### src/hw/rtl/rgrr_pkg.sv
`default_nettype none
package rgrr_pkg;

  localparam int MAX_OUT_GATES_DEF = 4096;
  localparam int MAX_FANOUT_DEF    = 16;
  localparam int SLOTS_PER_GATE    = 4;
  localparam int TABLE_DEPTH       = 256;
  localparam int NUM_TABLES        = 3;

  localparam int SLOT_W      = $clog2(SLOTS_PER_GATE);
  localparam int BYTE_W      = $clog2(TABLE_DEPTH);
  localparam int TBL_W       = $clog2(NUM_TABLES);
  localparam int ADDR_W      = TBL_W + BYTE_W;
  localparam int TAB_ENTRIES = NUM_TABLES * TABLE_DEPTH;

  localparam int OUT_GATE_W = 12;
  localparam int OGC_W      = 13;
  localparam int SPACING_W  = 16;
  localparam int EDGE_W     = 32;

  localparam int CFG_IDX_W  = 2;
  localparam int CFG_DATA_W = 16;

  localparam int IN_TDATA_W  = 24;
  localparam int IN_TUSER_W  = 3;
  localparam int OUT_TDATA_W = 24;
  localparam int OUT_TUSER_W = 3;
  localparam int OUT_PAD_W   = OUT_TDATA_W - OUT_GATE_W - BYTE_W;

  localparam int QUEUE_DEPTH = 4;
  localparam int QPTR_W      = $clog2(QUEUE_DEPTH);
  localparam int QCNT_W      = $clog2(QUEUE_DEPTH + 1);

  localparam logic KIND_TABLE_WRITE = 1'b0;
  localparam logic KIND_SAMPLE      = 1'b1;

  localparam logic [SLOT_W-1:0] MOMENT_UNCORR_REFL = 2'd3;
  localparam logic [TBL_W-1:0]  TBL_REFL           = 2'd0;

  localparam logic [CFG_IDX_W-1:0] REG_OUT_GATE_COUNT = 2'd0;
  localparam logic [CFG_IDX_W-1:0] REG_IN_SPACING     = 2'd1;
  localparam logic [CFG_IDX_W-1:0] REG_OUT_SPACING    = 2'd2;

  localparam logic [OGC_W-1:0]     OGC_RESET     = 13'd1024;
  localparam logic [SPACING_W-1:0] SPACING_RESET = 16'd4000;

  typedef struct packed {
    logic              kind;
    logic [SLOT_W-1:0] moment;
    logic [ADDR_W-1:0] addr;
    logic [BYTE_W-1:0] wvalue;
    logic              final_gate;
  } rgrr_item_t;

  typedef struct packed {
    logic [OUT_GATE_W-1:0] gate;
    logic [SLOT_W-1:0]     slot;
    logic [BYTE_W-1:0]     value;
    logic                  last;
    logic                  clipped;
  } rgrr_result_t;

endpackage
`default_nettype wire

### src/hw/rtl/rgrr_front.sv
`default_nettype none
module rgrr_front (
  input  wire logic [rgrr_pkg::IN_TDATA_W-1:0] in_tdata,
  input  wire logic [rgrr_pkg::IN_TUSER_W-1:0] in_tuser,
  input  wire logic                            in_tlast,
  input  wire logic                            in_tvalid,
  output logic                                 in_tready,
  input  wire logic                            q_full,
  output logic                                 q_push,
  output rgrr_pkg::rgrr_item_t                 q_item
);
  import rgrr_pkg::*;

  logic              kind;
  logic [SLOT_W-1:0] moment;
  logic [TBL_W-1:0]  tbl;

  assign kind   = in_tuser[0];
  assign moment = in_tuser[2:1];
  assign tbl    = (moment == MOMENT_UNCORR_REFL) ? TBL_REFL : TBL_W'(moment);

  assign in_tready = !q_full;
  assign q_push    = in_tvalid && !q_full;

  always_comb begin
    q_item.kind       = kind;
    q_item.moment     = moment;
    q_item.addr       = (kind == KIND_TABLE_WRITE) ? {tbl, in_tdata[7:0]}
                                                   : {tbl, in_tdata[23:16]};
    q_item.wvalue     = in_tdata[15:8];
    q_item.final_gate = in_tlast && (kind == KIND_SAMPLE);
  end

endmodule
`default_nettype wire

### config.mk
export PLATFORM = sky130hd
export DESIGN_NAME = rgrr_front
export DESIGN_NICKNAME = d
export VERILOG_FILES = /design/src/hw/rtl/rgrr_pkg.sv /design/src/hw/rtl/rgrr_front.sv
export SDC_FILE = /design/constraint.sdc
export NUM_CORES = 1
export LEC_CHECK = 0
export BUFFER_PORTS_ARGS = -buffer_cell sky130_fd_sc_hd__buf_4
export CORE_AREA = 2 2 39 41
export DETAILED_ROUTE_END_ITERATION = 7
export DIE_AREA = 0 0 41 43
export PLACE_DENSITY = 0.77
export SLEW_MARGIN = 5
export SYNTH_ARGS = -nofsm -noshare
export SYNTH_HDL_FRONTEND = slang
export SYNTH_SLANG_ARGS = --single-unit
### constraint.sdc
create_clock -name vclk -period 0.8
set_clock_uncertainty 0.15 [all_clocks]
set_input_delay 0.04 -clock vclk [all_inputs]
set_output_delay 0.04 -clock vclk [all_outputs]
set_load 0.03 [all_outputs]
After elaboration in Yosys (flattened, before gate mapping)
Cells that the tools add are included.

cells by class
  reductions and logical operators = 3
  eq/ne operators = 1
  muxes and demuxes = 2

operators with widths
  operator                                    number
  two-way mux 8 bit                           1
  equality test 2 bit, second input constant  1
  logical AND 1 bit                           2
  two-way mux 2 bit                           1
  zero test 1 bit                             1

word-level totals
  input bits = 30
  word-level logic and storage cells = 6
  flip-flop bits (word level) = 0
  output and inout port bits = 24

Depth between registers and ports, before layout
  depth after elaboration = 2
  mapped depth = 2
  depth with buffers taken out = 1

Least setup slack after synthesis
No wires, ideal clock.

  path type = input to output
  from = input port in_tuser[0] (netlist bit)
  to = output port q_item[10] (netlist bit)
  buffers on the path = 1
  slack = 0.088 ns
  data required time = 0.610 ns
  arrival = 0.522 ns
  stages on the path = 2
  cells stage by stage = buf_6 > mux2_4

RTL lines
  item         RTL line          text
  from (decl)  rgrr_front.sv:4   input wire logic [rgrr_pkg::IN_TUSER_W-1:0] in_tuser,
  to (decl)    rgrr_front.sv:10  output rgrr_pkg::rgrr_item_t q_item

==> impl_metrics.ini <==
[layout]
ff_latch_area_um2 = 0
seq_cell_count = 0
area_growth_pct = 119
final_nets = 85
n_clock_buffer = 0
stdcell_area_um2 = 536
fill_cells = 138
num_antenna_cells = 0
multi_input_area_um2 = 148
drive_gt1_share_pct = 92.5

[critical_path]
path_cells = clkbuf_16 -> mux2_4 -> buf_6
critical_path_arrival_ns = 0.61
cpPeakStageDelay_ns = 0.30
worstPathMaxFanout = 4
slowest_stage = mux2_4
critPathCaptureType = primary output
crit_type = input pin to primary output
required_ns = 0.61
start_kind = input pin

[floorplan]
design.core.area_um2 = 1380
ioPinCount = 54
die_area_um2 = 1760
die_h_um = 43
dieWidth_um = 41
rows = 14
initial_utilization_pct = 17.6

[route]
ant_nets = 0
wl_um = 725
wl_per_cell_um = 10.5
drt_iter0_markers = 0
routed_via_density = 3.83
num_vias = 264
firstDrtPassIters = 1
drcViolationCount = 0

[min_path]
hold_path.class = input pin to primary output

[timing]
hold_violations = 8
setup_viol = 0
fin_crit_ns = 0.799
tightest_slew_ns = 0.0953
hold_slack_ns = -0.0700
rsz0062_at_grt = true
slew_headroom_pct = 93.6
max_freq_mhz = 1250
min_period_over_period_pct = 99.9
slew_viol_final = 0

[global_routing]
grt_max_degree = 10
overflow = 0
grt_antenna_before_repair = 0
grtUsageTotal_pct = 5.79
grt_pass1_vias = 246
grt_pass1_wl_um = 779

[synthesis]
synthTopCellsByArea = mux2_4 (49%), buf_4 (34%), nor2b_1 (7.7%)
synth_nets = 55
synth_area_um2 = 244
synth.distinct_cells = 6
synth_cells = 25
yosys_warnings = 0
seq_area_frac_synth_pct = 0
avgSynthCellArea_um2 = 9.76
yosysTopAreaCell = mux2_4
synth.top_cell.area_share_pct = 49.2

[pwr]
switching_power_mw = 0.173
p_seq_share_pct = 0
combPwrFrac_pct = 100.0
vdd_drop_max_mv = 0.153
power.share.clock_pct = 0
p_int_mw = 0.228
powerDensity_nw_per_um2 = 748
power_mw = 0.401
p_leak_nw = 0.299
sw_frac_of_total_pct = 43.1

[outcome]
failed_checks = negative hold slack
outcome = finished, violations left

[placed_design]
place_area_um2 = 463
place_congestion = 0.448
port_buffers = 38

[flow_run]
drv_cap = 0

[clock_tree]
postCtsSetupBuffers = 0
path summary, 6_finish.rpt:
check	start	to	slack, ns	cells after the start
hold / removal	in_tdata[12]	q_item[5]	-0.07	0
setup / recovery	in_tuser[0]	q_item[15]	0.001	3
stage by stage:
stage	worst slack, ns	instances	util [%]	hold WS (ns)	TNS (ns)
global route	-0.00996	69	38.7	-0.0700	-0.0109
detailed placement	-0.0975	68	33.5	-0.0698	-0.814
CTS	0.00723	68	36.8	-0.0698	0
floorplan	0.0880	25	-	0.0396	0
global placement	-0.0823	68	33.5	-0.0698	-0.700
finish	0.00117	69	38.7	-0.0700	0
Yosys cell counts:
master   instances
mux2_4           8
and2_2           1
inv_1            1
nor2b_1          3
buf_6            1
buf_4           11
layout by cell type, fill, tap and decap left out:
| master | n |
|---|---|
| and2_4 | 1 |
| buf_12 | 1 |
| buf_4 | 29 |
| buf_6 | 9 |
| clkbuf_16 | 1 |
| inv_1 | 1 |
| mux2_4 | 8 |
| nor2b_1 | 3 |
critical path, delay by kind of cell:
kind | cells | cell delay [ns]
buffers and inverters | 2 | 0.27
muxes | 1 | 0.30
per-layer routing:
| metal | vias up | track usage [%] | share of wire [%] |
|---|---|---|---|
| li1 | 126 | - | - |
| met1 | 108 | 3.80 | 20 |
| met2 | 30 | 13.4 | 55 |
| met3 | 0 | 1.57 | 25 |
| met4 | 0 | 0 | 0 |
| met5 | - | 0 | 0 |
final cells by class:
type	count	area share, %
inverters	1	0.701
multi-input cells	12	27.6
well taps	16	3.74
repair buffers	40	68.0
power by group through the flow:
| stage | Clock, mW | Sequential (mW) | Combinational [mW] |
|---|---|---|---|
| after global placement | 0 | 0 | 0.352 |
| after CTS | 0 | 0 | 0.389 |
| after global routing | 0 | 0 | 0.422 |
| after detailed placement | 0 | 0 | 0.356 |
| after floorplan | 0 | 0 | 0.278 |
| final | 0 | 0 | 0.401 |
kinds of logic (layout without fill, tap and decap cells):
logic type	count (synthesis)	in the layout	share of synthesized area, %
buffers and inverters	13	41	40.0
multiplexers	8	8	49.2
AND/OR/NAND/NOR	4	4	10.8
timing repair:
action | 4_1_cts | 5_1_grt
setup endpoints to repair | 9 | 3
gates cloned | 0 | 1
hold endpoints to repair | 8 | 8
resized for setup | 12 | 1
(Power assumes the default switching activity.)
