==> src/hw/rtl/rgrr_pkg.sv <==
`default_nettype none
package rgrr_pkg;

  localparam int MAX_OUT_GATES_DEF = 4096;
  localparam int MAX_FANOUT_DEF    = 16;
  localparam int SLOTS_PER_GATE    = 4;
  localparam int TABLE_DEPTH       = 256;
  localparam int NUM_TABLES        = 3;

  localparam int SLOT_W      = $clog2(SLOTS_PER_GATE);
  localparam int BYTE_W      = $clog2(TABLE_DEPTH);
  localparam int TBL_W       = $clog2(NUM_TABLES);
  localparam int ADDR_W      = TBL_W + BYTE_W;
  localparam int TAB_ENTRIES = NUM_TABLES * TABLE_DEPTH;

  localparam int OUT_GATE_W = 12;
  localparam int OGC_W      = 13;
  localparam int SPACING_W  = 16;
  localparam int EDGE_W     = 32;

  localparam int CFG_IDX_W  = 2;
  localparam int CFG_DATA_W = 16;

  localparam int IN_TDATA_W  = 24;
  localparam int IN_TUSER_W  = 3;
  localparam int OUT_TDATA_W = 24;
  localparam int OUT_TUSER_W = 3;
  localparam int OUT_PAD_W   = OUT_TDATA_W - OUT_GATE_W - BYTE_W;

  localparam int QUEUE_DEPTH = 4;
  localparam int QPTR_W      = $clog2(QUEUE_DEPTH);
  localparam int QCNT_W      = $clog2(QUEUE_DEPTH + 1);

  localparam logic KIND_TABLE_WRITE = 1'b0;
  localparam logic KIND_SAMPLE      = 1'b1;

  localparam logic [SLOT_W-1:0] MOMENT_UNCORR_REFL = 2'd3;
  localparam logic [TBL_W-1:0]  TBL_REFL           = 2'd0;

  localparam logic [CFG_IDX_W-1:0] REG_OUT_GATE_COUNT = 2'd0;
  localparam logic [CFG_IDX_W-1:0] REG_IN_SPACING     = 2'd1;
  localparam logic [CFG_IDX_W-1:0] REG_OUT_SPACING    = 2'd2;

  localparam logic [OGC_W-1:0]     OGC_RESET     = 13'd1024;
  localparam logic [SPACING_W-1:0] SPACING_RESET = 16'd4000;

  typedef struct packed {
    logic              kind;
    logic [SLOT_W-1:0] moment;
    logic [ADDR_W-1:0] addr;
    logic [BYTE_W-1:0] wvalue;
    logic              final_gate;
  } rgrr_item_t;

  typedef struct packed {
    logic [OUT_GATE_W-1:0] gate;
    logic [SLOT_W-1:0]     slot;
    logic [BYTE_W-1:0]     value;
    logic                  last;
    logic                  clipped;
  } rgrr_result_t;

endpackage
`default_nettype wire

==> src/hw/rtl/rgrr_queue.sv <==
`default_nettype none
module rgrr_queue (
  input  wire logic           clk,
  input  wire logic           rst_n,
  input  wire logic           push,
  input  wire rgrr_pkg::rgrr_item_t push_item,
  input  wire logic           pop,
  output rgrr_pkg::rgrr_item_t head,
  output logic                full,
  output logic                empty
);
  import rgrr_pkg::*;

  rgrr_item_t         slot_r [QUEUE_DEPTH];
  logic [QPTR_W-1:0]  wr_ptr_r, rd_ptr_r;
  logic [QCNT_W-1:0]  cnt_r;
  logic               do_push, do_pop;

  assign full    = (cnt_r == QCNT_W'(QUEUE_DEPTH));
  assign empty   = (cnt_r == '0);
  assign head    = slot_r[rd_ptr_r];
  assign do_push = push && !full;
  assign do_pop  = pop && !empty;

  always_ff @(posedge clk) begin
    if (do_push) begin
      slot_r[wr_ptr_r] <= push_item;
    end
  end

  always_ff @(posedge clk) begin
    if (!rst_n) begin
      wr_ptr_r <= '0;
      rd_ptr_r <= '0;
      cnt_r    <= '0;
    end else begin
      if (do_push) begin
        wr_ptr_r <= wr_ptr_r + 1'b1;
      end
      if (do_pop) begin
        rd_ptr_r <= rd_ptr_r + 1'b1;
      end
      if (do_push && !do_pop) begin
        cnt_r <= cnt_r + 1'b1;
      end else if (do_pop && !do_push) begin
        cnt_r <= cnt_r - 1'b1;
      end
    end
  end

endmodule
`default_nettype wire

==> config.mk <==
export PLATFORM = sky130hd
export DESIGN_NAME = rgrr_queue
export DESIGN_NICKNAME = d
export VERILOG_FILES = /design/src/hw/rtl/rgrr_pkg.sv /design/src/hw/rtl/rgrr_queue.sv
export SDC_FILE = /design/constraint.sdc
export NUM_CORES = 1
export LEC_CHECK = 0
export BUFFER_PORTS_ARGS = -buffer_cell sky130_fd_sc_hd__clkbuf_2
export CAP_MARGIN = 10
export CORE_MARGIN = 2
export CORE_UTILIZATION = 57
export CTS_CLUSTER_DIAMETER = 60
export CTS_CLUSTER_SIZE = 16
export DETAILED_ROUTE_END_ITERATION = 6
export PLACE_DENSITY_LB_ADDON = 0.2
export SLEW_MARGIN = 20
export SYNTH_ARGS = -nofsm -noshare
export SYNTH_HDL_FRONTEND = slang
export SYNTH_SLANG_ARGS = --single-unit
export TNS_END_PERCENT = 20
==> constraint.sdc <==
create_clock -name clk -period 4.8 [get_ports clk]
set_input_delay 0.24 -clock clk [delete_from_list [all_inputs] [get_ports clk]]
set_output_delay 0.24 -clock clk [all_outputs]
set_load 0.01 [all_outputs]
Word-level counts from Yosys, hierarchy flattened
Memory sizes are Yosys's and may differ from the RTL's. A register that Yosys moved wholly into a read port is not among the register bits.
Index checks and enable logic that the tools add are counted.
- mux-type cells: 6
- reductions and logical operators: 10
- $add $sub $neg: 4
- equal/unequal tests: 1
- operators by type and width (cell ; number):
    3-bit 2-to-1 mux ; 2
    2-bit by 1-bit adder with 2-bit output (second input constant) ; 2
    1-bit logical AND ; 4
    1-bit logical NOT ; 4
    2-bit 2-to-1 mux ; 2
    3-bit by 1-bit adder with 3-bit output (second input constant) ; 1
    3-bit equality test (second input constant) ; 1
    3-bit logical NOT ; 1
    3-bit by 1-bit subtractor with 3-bit output (second input constant) ; 1
    1-bit 2-to-1 mux ; 2
    2-bit nonzero test ; 1
- input bits: 26
- output and inout bits: 24
- register bits after elaboration: 7
- RAM bits: 88
- memories: 1
- memory list (memory ; depth ; bits a word ; read ports ; clocked after memory_dff ; write ports ; line ; text):
    slot_r ; 4 ; 22 ; 1 ; 1 ; 1 ; rgrr_queue.sv:14 ; rgrr_item_t slot_r [QUEUE_DEPTH];

Logic depth before layout (Yosys ltp)
- depth after elaboration: 7
- gate-level depth with buffers: 9

Worst setup path before layout
OpenSTA, ideal clock, no wires.
- path type: register -> register
- start point: register cnt_r[0]
- end point: register cnt_r[2]
- path slack: 2.764 ns
- stages on the path, launching flop included: 10
- path buffers: 1
- arrival time: 1.966 ns
- clock period less this slack: 2.036 ns
- cells stage by stage: dfxtp_1 > nor3b_2 > nor2b_1 > buf_6 > ha_1 > inv_1 > fa_1 > xor2_1 > or3_1 > a21boi_1
- word-level cells in the longest chain between the ends: 6
- elaborated cells on any way between the ends: 15
- those cells by class: add/sub: 2; eq/ne: 1; mux: 2; reduce/logical: 10
- ends and longest elaborated chain (what ; line ; text):
    from (decl) ; rgrr_queue.sv:16 ; logic [QCNT_W-1:0] cnt_r;
    from (signal assigned) ; rgrr_queue.sv:44 ; cnt_r <= cnt_r + 1'b1;
    from (signal assigned) ; rgrr_queue.sv:46 ; cnt_r <= cnt_r - 1'b1;
    3-bit equality test * ; rgrr_queue.sv:19 ; assign full = (cnt_r == QCNT_W'(QUEUE_DEPTH));
    net full ; rgrr_queue.sv:9 ; output logic full,
    1-bit logical NOT * ; rgrr_queue.sv:22 ; assign do_push = push && !full;
    1-bit logical AND * ; rgrr_queue.sv:22 ;
    net do_push ; rgrr_queue.sv:17 ; logic do_push, do_pop;
    1-bit logical NOT ; rgrr_queue.sv:45 ; end else if (do_pop && !do_push) begin
    1-bit logical AND ; rgrr_queue.sv:45 ;
    2-bit nonzero test (no line) ; -- ;
Mark *: on every way through the listed nets, which the timed path passes. The rest lies on a longest branch. The select of a mux whose other input is x is not followed.
A chain may end at the register's enable or synchronous reset.

Worst setup path in the final report
- start point: register cnt_r[0]
- end point: register cnt_r[2]
- word-level cells in the longest chain between the ends: 6
- elaborated cells on any way between the ends: 15
- those cells by class: add/sub: 2; eq/ne: 1; mux: 2; reduce/logical: 10
- ends and longest elaborated chain (what):
    parallel branches: the longest is 6 deep, another holds 3-bit by 1-bit subtractor with 3-bit output
Parallel ways; which one is timed is not known. The select of a mux whose other input is x is not followed.

==> results.yml <==
global_routing:
  grt_usage: 0.182
  grt_max_degree: 23
  grt_pass1_vias: 1885
  grt_overflow: 0
  antenna_found_initial: 0
  grt_pass1_wl_um: 9530
clock_tree:
  cts_buffers: 9
  clk_pin_slew_ns: 0.10
  clk_latency_ns: 0.35
  cts_setup_buffers: 0
  htree_levels: 3
  cts_root_buf: "clkbuf_8"
  cts-resized-gates: 0
  tritoncts: "yes"
  cts_sinks: 97
  clk_path_buf_depth: 2
  cts_hold_buf: 0
synthesis:
  syn_nets: 194
  netlist.area_leader.share: 0.722
  avgSynthCellArea_um2: 22.6
  yosysSeqAreaShare: 0.771
  synth-adder-area-share: 0.0226
  synth_top_family_by_area: "multiplexers"
  synth-main-ff-cell: "edfxtp_1"
  synth_area_um2: 3660
  yosysWarnings: 0
  synth_edf_count: 88
  ys_ff_latch: 97
  yosysTopAreaCell: "edfxtp_1"
  synth_cell_types: 22
  synth-compound-area-share: 0.00923
  synth_area_leaders: "edfxtp_1 (72%), mux4_2 (14%), dfxtp_1 (4.9%), ha_1 (1.7%), and2_1 (1.4%)"
  synth-simple-area-share: 0.0277
  synthArstFlopShare: 0
  synth_cells: 162
  synthXorXnorAreaFrac: 0.00957
  synth.area.mux_share: 0.144
placement:
  place_congestion: 0.714
  placed_cells: 282
  port_buffers: 49
  place.detailed.hpwl_um: 3840
min_path:
  hp-class: "primary input to register"
  holdPathStages: 1
floorplanning:
  row_count: 29
  chipHeight_um: 84.1
  initial_core_util: 0.583
  dieArea_um2: 7080
  core_area_um2: 6280
  die_w_um: 84.1
  pin_count: 50
power:
  pwr-share-seq: 0.536
  power_uw: 2110
  ir_drop_mv: 0.271
  internal_power_uw: 1530
  comb_power_share: 0.223
  clock_power_share: 0.241
  switching_share: 0.276
  cellPowerDensity_nw_per_um2: 509
  switching_power_uw: 583
  leakagePower_uw: 0.00143
timing:
  hold_viol: 0
  fin_crit_ns: 2.42
  finalSetupTns_ns: 0
  skew_ns: 0.00989
  worst_slew_pin_slew_ns: 1.10
  rsz0062_at_grt: "no"
  fmax_mhz: 414
  relSlewSlack: 0.263
  drv_slew: 0
  setup_violations: 0
  fin_crit_sh: 0.503
outcome:
  status: "finished clean"
worst_setup_path:
  end_kind: "register"
  worst-r2r-cell-count: 8
  arrival_ns: 2.70
  critPathKind: "register to register"
  crit_required_ns: 5.08
  cp-start-kind: "register"
  path_max_fanout: 7
detailed_routing:
  first_iter_violations: 90
  dr.pass1.iters: 4
  routed_wl_um: 5900
  routedWlPerCell_um: 19.8
  viasPerCell: 5.62
  antenna_left: 0
  num_vias: 1676
  remaining_drc_errors: 0
layout:
  final_cell_mix: "edfxtp_1 (88), clkbuf_2 (49), mux4_2 (22), clkbuf_8 (9), dfxtp_1 (8)"
  fin_nets: 248
  fin_cells: 298
  diodes: 0
  layout_commonest_cell: "edfxtp_1"
  drive_gt1_frac: 0.416
  syn2layout_area_growth_pct: 13.5
flow_run:
  cap_violations: 0
[area by class of cell]
| class | count | area [µm²] |
|---|---|---|
| Multi-Input combinational cell | 56 | 783 |
| Tap cell | 77 | 96.3 |
| Fill cell | 442 | 2120 |
| Inverter | 3 | 11.3 |
| Timing Repair Buffer | 49 | 245 |
| Clock buffer | 10 | 128 |
| Clock inverter | 6 | 66.3 |
| Sequential cell | 97 | 2820 |
[per-layer routing]
layer | GRT usage | share of wire | vias to the layer above
met3 | 0.0383 | 0.035 | 10
met1 | 0.222 | 0.41 | 860
met4 | 0.0777 | 0.017 | 0
li1 | - | - | 758
met2 | 0.316 | 0.54 | 48
met5 | 0 | 0 | -
[state kept, by name (all words and copies together), names as in the netlist, named ones only]
signal    cells
wr_ptr_r      2
rd_ptr_r      2
slot_r       88
cnt_r         3
[worst paths after layout]
path	start	slack, ns	end
worst max register to register	cnt_r[0]$_SDFFE_PN0P_	2.38	cnt_r[2]$_SDFFE_PN0P_
worst min-delay path	push_item[12]	0.10	slot_r[0][12]$_DFFE_PP_
worst max-delay path	cnt_r[0]$_SDFFE_PN0P_	2.38	cnt_r[2]$_SDFFE_PN0P_
worst min register to register	wr_ptr_r[1]$_SDFFE_PN0P_	0.53	wr_ptr_r[1]$_SDFFE_PN0P_
[cell families (layout without fill, tap and decap cells)]
logic type / count (synthesis) / count (layout)
buffers and inverters: 9 / 68
muxes: 25 / 25
AOI/OAI and AO/OA: 4 / 4
adders and majority gates: 6 / 6
xor gates and xnor gates: 4 / 4
and+or+nand+nor: 17 / 17
DFF: 97 / 97
[cells in the mapped netlist, types with 2 or more instances]
cell / instances
mux4_2: 22
buf_6: 3
xnor2_1: 3
nand2_1: 4
dfxtp_1: 9
and2_1: 8
mux2i_1: 3
edfxtp_1: 88
nor2b_1: 2
inv_1: 3
ha_1: 5
buf_2: 2
[worst max-delay path: stages (launching register included)]
cell	delay [ns]
dfxtp_1	0.53
nor3b_2	0.09
nor2b_1	0.39
ha_1	0.27
inv_1	0.07
fa_1	0.37
xor2_1	0.16
or3_1	0.32
a21boi_1	0.14
[stage by stage]
step / util / worst slack [ns] / instance area, µm² / hold WS (ns)
finish: 0.662 / 2.38 / 4150 / 0.101
detailed placement: 0.630 / 2.42 / 3960 / 0.458
global route: 0.662 / 2.25 / 4150 / 0.0923
floorplan: - / 2.76 / 3660 / 0.339
CTS: 0.661 / 2.38 / 4150 / 0.0859
global placement: 0.630 / 2.55 / 3960 / 0.455
[power by group through the flow]
stage / logic (µW) / clock network (µW) / registers, µW
floorplan: 382 / 0 / 1080
global placement: 460 / 0 / 1150
detailed placement: 479 / 0 / 1160
CTS: 481 / 524 / 1140
global route: 511 / 550 / 1150
finish: 472 / 510 / 1130
(Power assumes the default switching activity.)
